===== src/design/sdec_pkg.sv =====
// Shared types and constants for the signed decimal text converter.
package sdec_pkg;

  localparam int CAP_W      = 7;
  localparam int CNT_W      = 5;
  localparam int CHAR_W     = 8;
  localparam int DAB_STEPS  = 8;
  localparam int APB_ADDR_W = 3;
  localparam int APB_DATA_W = 32;

  localparam logic [CAP_W-1:0]  CAP_RESET    = 7'd12;
  localparam logic [CHAR_W-1:0] CHAR_MINUS   = 8'd45;
  localparam logic [CHAR_W-1:0] CHAR_NONE    = 8'd0;
  localparam logic [3:0]        CHAR_ZERO_HI = 4'h3;

  // Register index, taken from paddr[2].
  localparam logic REG_BUF_CAPACITY = 1'b0;

  typedef struct packed {
    logic             ovf;
    logic             neg;
    logic [CNT_W-1:0] count;
  } sdec_ctl_t;

endpackage


===== src/design/signed_int_to_decimal_ascii.sv =====
// Top level: signed integer to decimal ASCII text, with capacity register.
//
// A word enters on start while busy is low, one per cycle at most. It goes
// through an input stage (sign and magnitude), ceil(VALUE_WIDTH/8) BCD
// stages of eight shift-add-3 steps each, and a digit-count stage, then the
// serializer sends one character per cycle on strobe: the '-' if negative,
// then the digits, the last one flagged with is_last and the character
// count. A word that does not fit buf_capacity with its terminator gives one
// overflow character instead. The serializer sets the rate: it holds a word
// until its last character is sent (1 to 11 characters at 32 bits, one on
// overflow), and busy rises while it is full and the count stage holds the next word.
// Results cannot be held off.
module signed_int_to_decimal_ascii #(
  parameter int VALUE_WIDTH = 32
) (
  input  logic                               clk,
  input  logic                               rst,
  input  logic                               start,
  output logic                               busy,
  input  logic signed [VALUE_WIDTH-1:0]      value,
  output logic                               strobe,
  output logic [7:0]                         char_code,
  output logic                               is_last,
  output logic                               overflow,
  output logic [3:0]                         char_count,
  input  logic                               psel,
  input  logic                               penable,
  input  logic                               pwrite,
  input  logic [sdec_pkg::APB_ADDR_W-1:0]    paddr,
  input  logic [sdec_pkg::APB_DATA_W-1:0]    pwdata,
  output logic [sdec_pkg::APB_DATA_W-1:0]    prdata,
  output logic                               pready
);
  import sdec_pkg::*;

  localparam int NSTAGE = (VALUE_WIDTH + DAB_STEPS - 1) / DAB_STEPS;
  localparam int W_PAD  = NSTAGE * DAB_STEPS;
  localparam int NDIG   = ((VALUE_WIDTH * 1233) >> 12) + 1;
  localparam int IDX_W  = $clog2(NDIG);

  // configuration
  logic [CAP_W-1:0] buf_capacity;
  logic             reg_sel;

  assign pready  = 1'b1;
  assign reg_sel = paddr[2];

  always_ff @(posedge clk) begin
    if (rst) begin
      buf_capacity <= CAP_RESET;
    end else if (psel && penable && pwrite && pready && reg_sel == REG_BUF_CAPACITY) begin
      buf_capacity <= pwdata[CAP_W-1:0];
    end
  end

  assign prdata = (reg_sel == REG_BUF_CAPACITY)
                  ? {{(APB_DATA_W-CAP_W){1'b0}}, buf_capacity} : '0;

  // pipeline control: the whole pipe moves when the count stage can hand off
  logic advance;
  logic emit_free;

  // input stage
  logic                   s0_valid;
  logic                   s0_neg;
  logic [W_PAD-1:0]       s0_mag;
  logic [VALUE_WIDTH-1:0] mag_next;

  assign mag_next = value[VALUE_WIDTH-1] ? (~value + 1'b1) : value;

  always_ff @(posedge clk) begin
    if (rst) begin
      s0_valid <= 1'b0;
    end else if (advance) begin
      s0_valid <= start;
    end
  end

  always_ff @(posedge clk) begin
    if (advance) begin
      s0_neg <= value[VALUE_WIDTH-1];
      s0_mag <= W_PAD'(mag_next);
    end
  end

  // BCD stages
  logic              dab_valid [NSTAGE+1];
  logic              dab_neg   [NSTAGE+1];
  logic [W_PAD-1:0]  dab_mag   [NSTAGE+1];
  logic [NDIG*4-1:0] dab_bcd   [NSTAGE+1];

  assign dab_valid[0] = s0_valid;
  assign dab_neg[0]   = s0_neg;
  assign dab_mag[0]   = s0_mag;
  assign dab_bcd[0]   = '0;

  for (genvar g = 0; g < NSTAGE; g++) begin : g_dab
    sdec_dabble #(
      .W_PAD (W_PAD),
      .NDIG  (NDIG)
    ) u_dab (
      .clk       (clk),
      .rst       (rst),
      .advance   (advance),
      .in_valid  (dab_valid[g]),
      .in_neg    (dab_neg[g]),
      .in_mag    (dab_mag[g]),
      .in_bcd    (dab_bcd[g]),
      .out_valid (dab_valid[g+1]),
      .out_neg   (dab_neg[g+1]),
      .out_mag   (dab_mag[g+1]),
      .out_bcd   (dab_bcd[g+1])
    );
  end

  // count stage: highest nonzero digit, character count, capacity check
  logic              cs_valid;
  logic [NDIG*4-1:0] cs_digits;
  sdec_ctl_t         cs_ctl;
  logic [IDX_W-1:0]  hi_idx;
  logic [CNT_W-1:0]  count_next;
  sdec_ctl_t         ctl_next;
  logic [NDIG*4-1:0] last_bcd;

  assign last_bcd = dab_bcd[NSTAGE];

  always_comb begin
    hi_idx = '0;
    for (int d = 0; d < NDIG; d++) begin
      if (last_bcd[d*4 +: 4] != 4'd0) begin
        hi_idx = IDX_W'(d);
      end
    end
  end

  assign count_next     = CNT_W'(hi_idx) + CNT_W'(1) + CNT_W'(dab_neg[NSTAGE]);
  assign ctl_next.count = count_next;
  assign ctl_next.neg   = dab_neg[NSTAGE];
  assign ctl_next.ovf   = CAP_W'(count_next) >= buf_capacity;

  always_ff @(posedge clk) begin
    if (rst) begin
      cs_valid <= 1'b0;
    end else if (advance) begin
      cs_valid <= dab_valid[NSTAGE];
    end
  end

  always_ff @(posedge clk) begin
    if (advance) begin
      cs_digits <= last_bcd;
      cs_ctl    <= ctl_next;
    end
  end

  assign advance = !cs_valid || emit_free;
  assign busy    = !advance;

  sdec_emit #(
    .NDIG (NDIG)
  ) u_emit (
    .clk        (clk),
    .rst        (rst),
    .load       (cs_valid),
    .digits     (cs_digits),
    .ctl        (cs_ctl),
    .free       (emit_free),
    .strobe     (strobe),
    .char_code  (char_code),
    .is_last    (is_last),
    .overflow   (overflow),
    .char_count (char_count)
  );

  // an item held at the count stage is not lost while the pipe is stalled
  a_hold: assert property (@(posedge clk) disable iff (rst)
    (cs_valid && !emit_free) |=> cs_valid)
    else $error("stalled word dropped");

  a_busy_stall: assert property (@(posedge clk) disable iff (rst)
    busy |-> (cs_valid && strobe && !is_last))
    else $error("busy without a full serializer");

  a_stall_hold: assert property (@(posedge clk) disable iff (rst)
    busy |=> $stable(cs_ctl))
    else $error("count stage changed during stall");

endmodule


===== src/design/sdec_dabble.sv =====
// One pipeline stage of the binary to BCD conversion: eight shift-add-3 steps.
module sdec_dabble #(
  parameter int W_PAD = 32,
  parameter int NDIG  = 10
) (
  input  logic              clk,
  input  logic              rst,
  input  logic              advance,
  input  logic              in_valid,
  input  logic              in_neg,
  input  logic [W_PAD-1:0]  in_mag,
  input  logic [NDIG*4-1:0] in_bcd,
  output logic              out_valid,
  output logic              out_neg,
  output logic [W_PAD-1:0]  out_mag,
  output logic [NDIG*4-1:0] out_bcd
);
  import sdec_pkg::*;

  logic [W_PAD-1:0]  mag_next;
  logic [NDIG*4-1:0] bcd_next;

  always_comb begin
    mag_next = in_mag;
    bcd_next = in_bcd;
    for (int s = 0; s < DAB_STEPS; s++) begin
      for (int d = 0; d < NDIG; d++) begin
        if (bcd_next[d*4 +: 4] >= 4'd5) begin
          bcd_next[d*4 +: 4] = bcd_next[d*4 +: 4] + 4'd3;
        end
      end
      bcd_next = {bcd_next[NDIG*4-2:0], mag_next[W_PAD-1]};
      mag_next = {mag_next[W_PAD-2:0], 1'b0};
    end
  end

  always_ff @(posedge clk) begin
    if (rst) begin
      out_valid <= 1'b0;
    end else if (advance) begin
      out_valid <= in_valid;
    end
  end

  always_ff @(posedge clk) begin
    if (advance) begin
      out_neg <= in_neg;
      out_mag <= mag_next;
      out_bcd <= bcd_next;
    end
  end

endmodule


===== src/design/sdec_emit.sv =====
// Character serializer: sends the sign and digits of one word, or its overflow character, one per cycle.
module sdec_emit #(
  parameter int NDIG = 10
) (
  input  logic                         clk,
  input  logic                         rst,
  input  logic                         load,
  input  logic [NDIG*4-1:0]            digits,
  input  sdec_pkg::sdec_ctl_t          ctl,
  output logic                         free,
  output logic                         strobe,
  output logic [sdec_pkg::CHAR_W-1:0]  char_code,
  output logic                         is_last,
  output logic                         overflow,
  output logic [3:0]                   char_count
);
  import sdec_pkg::*;

  localparam int IDX_W = $clog2(NDIG);

  logic              active;
  logic              ovf;
  logic              sign_pend;
  logic [IDX_W-1:0]  idx;
  logic [NDIG*4-1:0] digits_q;
  logic [CNT_W-1:0]  count_q;
  logic              finishing;
  logic              take;
  logic [IDX_W-1:0]  start_idx;
  logic [3:0]        cur_digit;

  assign finishing = active && (ovf || (!sign_pend && idx == '0));
  assign free      = !active || finishing;
  assign take      = load && free;
  assign start_idx = IDX_W'(ctl.count - CNT_W'(1) - CNT_W'(ctl.neg));
  assign cur_digit = digits_q[idx*4 +: 4];

  always_ff @(posedge clk) begin
    if (rst) begin
      active <= 1'b0;
    end else if (take) begin
      active <= 1'b1;
    end else if (finishing) begin
      active <= 1'b0;
    end
  end

  always_ff @(posedge clk) begin
    if (take) begin
      ovf       <= ctl.ovf;
      sign_pend <= ctl.neg && !ctl.ovf;
      idx       <= start_idx;
      digits_q  <= digits;
      count_q   <= ctl.count;
    end else if (active && !finishing) begin
      if (sign_pend) begin
        sign_pend <= 1'b0;
      end else begin
        idx <= idx - 1'b1;
      end
    end
  end

  always_comb begin
    if (!active || ovf) begin
      char_code = CHAR_NONE;
    end else if (sign_pend) begin
      char_code = CHAR_MINUS;
    end else begin
      char_code = {CHAR_ZERO_HI, cur_digit};
    end
  end

  assign strobe     = active;
  assign is_last    = finishing;
  assign overflow   = active && ovf;
  assign char_count = (finishing && !ovf) ? count_q[3:0] : 4'd0;

  // a word keeps streaming until its last character
  a_word_runs: assert property (@(posedge clk) disable iff (rst)
    (strobe && !is_last) |=> strobe)
    else $error("word ended without a last character");

  // the sign is sent once, and a digit follows it
  a_sign_once: assert property (@(posedge clk) disable iff (rst)
    (strobe && char_code == CHAR_MINUS) |=> (strobe && char_code != CHAR_MINUS))
    else $error("sign not followed by a digit");

  a_ovf_single: assert property (@(posedge clk) disable iff (rst)
    (strobe && overflow) |-> (is_last && char_count == 4'd0 && char_code == CHAR_NONE))
    else $error("overflow word malformed");

  a_count_last: assert property (@(posedge clk) disable iff (rst)
    (strobe && !is_last) |-> (char_count == 4'd0))
    else $error("count shown before last character");

endmodule


===== config.mk =====
export PLATFORM = sky130hd
export DESIGN_NAME = signed_int_to_decimal_ascii
export DESIGN_NICKNAME = d
export VERILOG_FILES = /design/src/design/sdec_pkg.sv /design/src/design/signed_int_to_decimal_ascii.sv /design/src/design/sdec_dabble.sv /design/src/design/sdec_emit.sv
export SDC_FILE = /design/constraint.sdc
export NUM_CORES = 1
export LEC_CHECK = 0
export BUFFER_PORTS_ARGS = -buffer_cell sky130_fd_sc_hd__buf_4
export CAP_MARGIN = 15
export CORE_MARGIN = 10
export CORE_UTILIZATION = 56
export DETAILED_ROUTE_END_ITERATION = 10
export HOLD_SLACK_MARGIN = 0.12
export PLACE_DENSITY = 0.75
export SYNTH_ARGS = -nofsm -noshare
export SYNTH_HDL_FRONTEND = slang
export SYNTH_SLANG_ARGS = --single-unit
export TNS_END_PERCENT = 10

===== constraint.sdc =====
create_clock -name clk -period 14.8 [get_ports clk]
set_clock_uncertainty 0.05 [all_clocks]
set_input_delay 4.44 -clock clk [delete_from_list [all_inputs] [get_ports clk]]
set_output_delay 4.44 -clock clk [all_outputs]
set_load 0.005 [all_outputs]

# --- Yosys cells after proc, flatten, opt, wreduce, memory -nomap -nowiden ---
# Cells that the tools add are included.
totals:
  input_bits: 73
  wordCells: 893
  reg_bits: 343
  output_inout_bits: 49
classes:
  add_sub_neg: 271
  n_reduce_logical: 34
  n_lt_le_gt_ge: 266
  muxes: 286
  n_eq_ne: 1
  bitwise: 2
  shift: 1
op_table:
  columns: ["op", "n"]
  rows:
  - ["$ge A4 B3 Y1 const B", 255]
  - ["$mux W4", 254]
  - ["$add A4 B2 Y4 const B", 234]
  - ["$mux W3", 22]
  - ["$add A3 B2 Y3 const B", 21]
  - ["$shiftx A40 B7 Y4", 1]
  - ["$reduce_bool A4 Y1", 9]
  - ["$add A32 B1 Y32 const B", 1]
  - ["$not A32 Y32", 1]
  - ["$mux W31", 1]
  - ["$add A1 B2 Y3 const B", 9]
  - ["$ge A1 B3 Y1 const B", 9]
  - ["$logic_and A1 B1 Y1", 10]
  - ["$mux W8", 1]
  - ["$sub A4 B1 Y4 const B", 2]
  - ["$ge A5 B7 Y1", 1]
  - ["$logic_not A1 Y1", 7]
  - ["$mux W7", 1]
  - ["$mux W1", 6]
  - ["$add A4 B1 Y5 const B", 1]
  - ["$add A5 B1 Y5", 1]
  - ["$mux W5", 1]
  - ["$logic_not A4 Y1", 1]
  - ["$logic_or A1 B1 Y1", 4]
  - ["7 further kinds", 8]

# --- Depth between registers and ports, before layout ---
depth:
  depth_word: 16
  mapped_depth: 38

# --- Modules after synthesis ---
# A second synthesis with hierarchy kept.
hier_totals:
  cells_unflattened: 7178
  area_unflattened_um2: 58098.2
modules_own_cells:
  columns: ["module", "area_per_inst_um2", "cells_each", "n_inst"]
  rows:
  - ["sdec_dabble", 12976.2, 1685, 4]
  - ["signed_int_to_decimal_ascii", 3947.5, 287, 1]
  - ["sdec_emit", 2245.9, 151, 1]

# --- Least setup slack after synthesis ---
# Ideal clock, no wire load.
synth_timing:
  kind: "register -> output"
  from: "register u_emit.idx[0]"
  to: "output port busy"
  stages_incl_launch_ff: 9
  arrival_ns: 7.756
  setup_slack_ns: 2.554
  path_buffers: 2
  required_ns: 10.310
  cell_sequence: "edfxtp_1 > clkbuf_1 > buf_1 > inv_1 > ha_1 > nor4b_1 > nor2_1 > nand2_1 > inv_1"
synth_between:
  elab_chain_cells: 7
synth_rtl:
  columns: ["element", "line_no", "text"]
  rows:
  - ["start: declaration", "sdec_emit.sv:24", "logic [IDX_W-1:0] idx;"]
  - ["start signal: assignment", "sdec_emit.sv:52", "idx <= start_idx;"]
  - ["start signal: assignment", "sdec_emit.sv:59", "idx <= idx - 1'b1;"]
  - ["$logic_not A4 Y1", "sdec_emit.sv:32", "assign finishing = active && (ovf || (!sign_pend && idx == '0));"]
  - ["$logic_and A1 B1 Y1", "sdec_emit.sv:32", null]
  - ["$logic_or A1 B1 Y1", "sdec_emit.sv:32", null]
  - ["$logic_and A1 B1 Y1", "sdec_emit.sv:32", null]
  - ["$logic_or A1 B1 Y1", "sdec_emit.sv:33", "assign free = !active || finishing;"]
  - ["$logic_or A1 B1 Y1", "signed_int_to_decimal_ascii.sv:156", "assign advance = !cs_valid || emit_free;"]
  - ["$logic_not A1 Y1", "signed_int_to_decimal_ascii.sv:157", "assign busy = !advance;"]
  - ["end: declaration", "signed_int_to_decimal_ascii.sv:19", "output logic busy,"]
# Every way passes these cells.

# --- Worst setup path after layout ---
layout_timing:
  from: "input port paddr[2] (netlist bit)"
  to: "output port prdata[5] (netlist bit)"
layout_between:
  elab_chain_cells: 1
layout_rtl:
  columns: ["element", "line_no", "text"]
  rows:
  - ["start: declaration", "signed_int_to_decimal_ascii.sv:29", "input logic [sdec_pkg::APB_ADDR_W-1:0] paddr,"]
  - ["$mux W7", "signed_int_to_decimal_ascii.sv:57", "? {{(APB_DATA_W-CAP_W){1'b0}}, buf_capacity} : '0;"]
  - ["end: declaration", "signed_int_to_decimal_ascii.sv:31", "output logic [sdec_pkg::APB_DATA_W-1:0] prdata,"]
# Every way passes these cells.

==> Implementation_results.wiki <==
{| class="wikitable"
! Metric !! Value
|-
| Outcome || completed
|-
| Core Region || around 54000 µm²
|-
| # H-tree levels || 2
|-
| Required time of the worst setup path || roughly 10 ns
|-
| Primary FF master, synth || sky130_fd_sc_hd__edfxtp_1
|-
| Pin count of the biggest net entering global routing || slightly above 70
|-
| Worst setup path category || primary input to output pin
|-
| Dpl hpwl || between 40000 and 50000 µm
|-
| Post-CTS Resized || 0
|-
| X dimension of the die || ~250 µm
|-
| Number of setup violations in the final report || 0
|-
| Critical path peak fanout || 8
|-
| Clk Latency, worst-skew pair || 0.56 ns
|-
| Final cell utilization of the core || between 60% and 70%
|-
| Number of vias per cell after detailed routing || around 6.0
|-
| Setup repair after global routing missed its margin || false
|-
| Commonest cells after routing, fill and taps aside || sky130_fd_sc_hd__nand2_1 (325), sky130_fd_sc_hd__nor2_1 (293), sky130_fd_sc_hd__edfxtp_1 (283), sky130_fd_sc_hd__a21oi_1 (241), sky130_fd_sc_hd__inv_1 (227)
|-
| Placed instance count || ~4200
|-
| Simple-gate share of the synthesized area || 19.0%
|-
| I/O pin count || ~120
|-
| Worst min path class || flip-flop to flip-flop
|-
| Cell area after technology mapping || around 30000 µm²
|-
| Number of sinks on the clock net || 297
|-
| Minimum setup slack among reg-to-reg paths || between 7 and 8 ns
|-
| Global-route congestion overflow total || 0
|-
| First-pass GRT wire length || roughly 100000 µm
|-
| Sequential standard cell area || approximately 9000 µm²
|-
| Buffers from clock root to sink, at most || 3
|-
| NumNets Final || 3787
|-
| Worst-margin pin slew || 1.02 ns
|-
| Total iterations of the first detailed-routing run || 5
|-
| Post-Syn Instances || approximately 3500
|-
| Effective utilization at floorplan || 56.5%
|-
| Post-CTS setup buffer count || 0
|-
| Ant. Diodes || 0
|-
| Multi-input logic area || approximately 20000 µm²
|-
| Final number of max-transition violations || 0
|-
| Post-detailed-route count of antenna-violating nets || 0
|-
| Die Height || between 200 and 300 µm
|-
| Total of warnings raised by yosys || 0
|-
| Clock period minus worst slack || slightly above 9 ns
|-
| CTS Buf Count || 35
|-
| Xor/xnor cell area share of the yosys netlist || under 10%
|-
| Arrival time worst endpoint || between 4 and 5 ns
|-
| Kind of capture point of the worst setup path || output pin
|-
| Period Utilization, post-route || ~63%
|-
| Root buffer cell || sky130_fd_sc_hd__clkbuf_16
|-
| Final RePlAce weighted congestion || roughly 0.87
|-
| Synthesized-area fraction occupied by ao, oa, aoi and oai cells || 28.5%
|-
| Maximum operating frequency || 0.107 GHz
|-
| TritonCTS clock tree || built
|-
| Remaining design rule violation count || 0
|-
| Sequential share of the synthesized area || ~29%
|-
| CP Launch Point || paddr[2]
|-
| Count of hold-fix buffers inserted at cts || 0
|-
| DIE AREA || between 60000 and 70000 µm²
|-
| Number of enable-type register cells in the synthesized netlist || around 280
|-
| Source of the worst hold timing path || cs_digits[34]
|-
| Global-route total usage across every layer || ~19%
|-
| Filler cell count in the final layout || about 4700
|-
| Distinct cells, synth || about 140
|-
| Share of layout cells above drive strength 1 || between 10% and 20%
|-
| Worst-path clk slew || ~0.06 ns
|-
| Routed via count || about 26000
|-
| Std cell rows || 85
|-
| Adder-cell share of the synthesized area || approximately 6.6%
|-
| Post-DR wirelength/cell || approximately 14 µm
|-
| Number of DRC markers in iteration 0 || about 1300
|-
| Final-report hold violation count || 0
|-
| Via count of the first global-routing pass || roughly 23000
|-
| Worst rel slew slack || 29.9%
|-
| Combinational family with the most area after synthesis || compound AO/OA/AOI/OAI gates
|-
| Wire length reported by the detailed router || 61900 µm
|-
| #FFs+latches synth || ~300
|-
| Final cell count without fillers || 4279
|-
| Area growth from synthesis to layout || 7.26%
|-
| Synthesized area per cell || 8.58 µm²
|-
| Buffers on Ports || 66
|-
| Share of cell area taken by muxes after synthesis || under 10%
|-
| Startpoint of the worst register-to-register path || g_dab[1].u_dab.out_bcd[16]
|-
| Leading cell type in the layout, fill and taps excluded || sky130_fd_sc_hd__nand2_1
|-
| Max-cap viol count || 0
|-
| Setup TNS || 0 ns
|-
| Type of element launching the critical path || primary input
|-
| Antenna violations before repair || 0
|-
| Fraction of synthesis flops using an asynchronous set or reset pin || 0%
|}
registers in the layout (all words and copies together) (netlist names):
register	count
buf_capacity	7
cs_ctl	6
cs_digits	40
cs_valid	1
g_dab.u_dab.out_bcd	102
g_dab.u_dab.out_mag	48
g_dab.u_dab.out_neg	4
g_dab.u_dab.out_valid	4
s0_mag	32
s0_neg	1
s0_valid	1
u_emit.count_q	4
u_emit.digits_q	40
u_emit.idx	4
u_emit.ovf	1
u_emit.sign_pend	1
u_emit.strobe	1
synth_stat cells (50+ instances only):
cell                         n  area [µm²]
sky130_fd_sc_hd__nand3_1    71         355
sky130_fd_sc_hd__o21ai_0   219        1100
sky130_fd_sc_hd__nor3_1     79         395
sky130_fd_sc_hd__a211oi_1   50         375
sky130_fd_sc_hd__ha_1      158        1980
sky130_fd_sc_hd__nand2b_1   71         444
sky130_fd_sc_hd__mux2i_1   108        1080
sky130_fd_sc_hd__edfxtp_1  283        8500
sky130_fd_sc_hd__mux2_2     59         664
sky130_fd_sc_hd__clkbuf_1   60         225
sky130_fd_sc_hd__a21o_1     63         473
sky130_fd_sc_hd__xnor2_1   112         981
sky130_fd_sc_hd__inv_1     227         852
sky130_fd_sc_hd__nor2_1    293        1100
sky130_fd_sc_hd__and2_1     58         363
sky130_fd_sc_hd__a21oi_1   241        1210
sky130_fd_sc_hd__nand2_1   326        1220
per-layer routing:
metal  vias up  GRT usage, %  wire length, µm
met5         -             0                0
li1      13300             -                -
met2       305          33.1            30200
met4         0          5.11             1310
met1     11900          23.2            28600
met3        76          2.37             1840
stage by stage:
step / worst slack, ns / instance area (µm²) / hold slack, ns
after floorplan: 2.55 / 30400 / 0.350
after CTS: 5.49 / 32600 / 0.364
after detailed placement: 5.49 / 31300 / 0.355
final: 5.47 / 32600 / 0.363
after global placement: 5.51 / 31300 / 0.351
after global routing: 5.44 / 32600 / 0.372
final timing paths:
path,endpoint,depth (start not counted)
setup / recovery,prdata[5],3
hold / removal,u_emit.digits_q[34],0
setup reg to reg,g_dab[2].u_dab.out_bcd[21],29
hold reg to reg,u_emit.digits_q[34],0
final cells by class:
class / count / share of cell area [%]
Tap cell: 696 / 2.68
Clock buffer: 38 / 2.73
Sequential cell: 297 / 27.0
Multi-Input combinational cell: 2909 / 62.0
Timing Repair Buffer: 74 / 1.71
Clock inverter: 26 / 1.17
Inverter: 239 / 2.76
cells by family (layout without fill, tap and decap cells):
logic type / count (synthesis) / after routing
AO/OA/AOI/OAI: 1206 / 1206
XOR/XNOR: 144 / 144
adder cells (fa/ha/maj): 160 / 160
buffers and inverters: 358 / 377
flip-flops: 297 / 297
multiplexers: 199 / 199
other: 2 / 29
AND/OR/NAND/NOR: 1171 / 1171
worst max-delay path, cell delays in order:
cell	delay (ns)
sky130_fd_sc_hd__buf_4	0.14
sky130_fd_sc_hd__nor2b_1	0.13
sky130_fd_sc_hd__buf_4	0.13
Power is not shown: default switching activity piles up to over one toggle a cycle in this logic, so the estimate is an artifact.
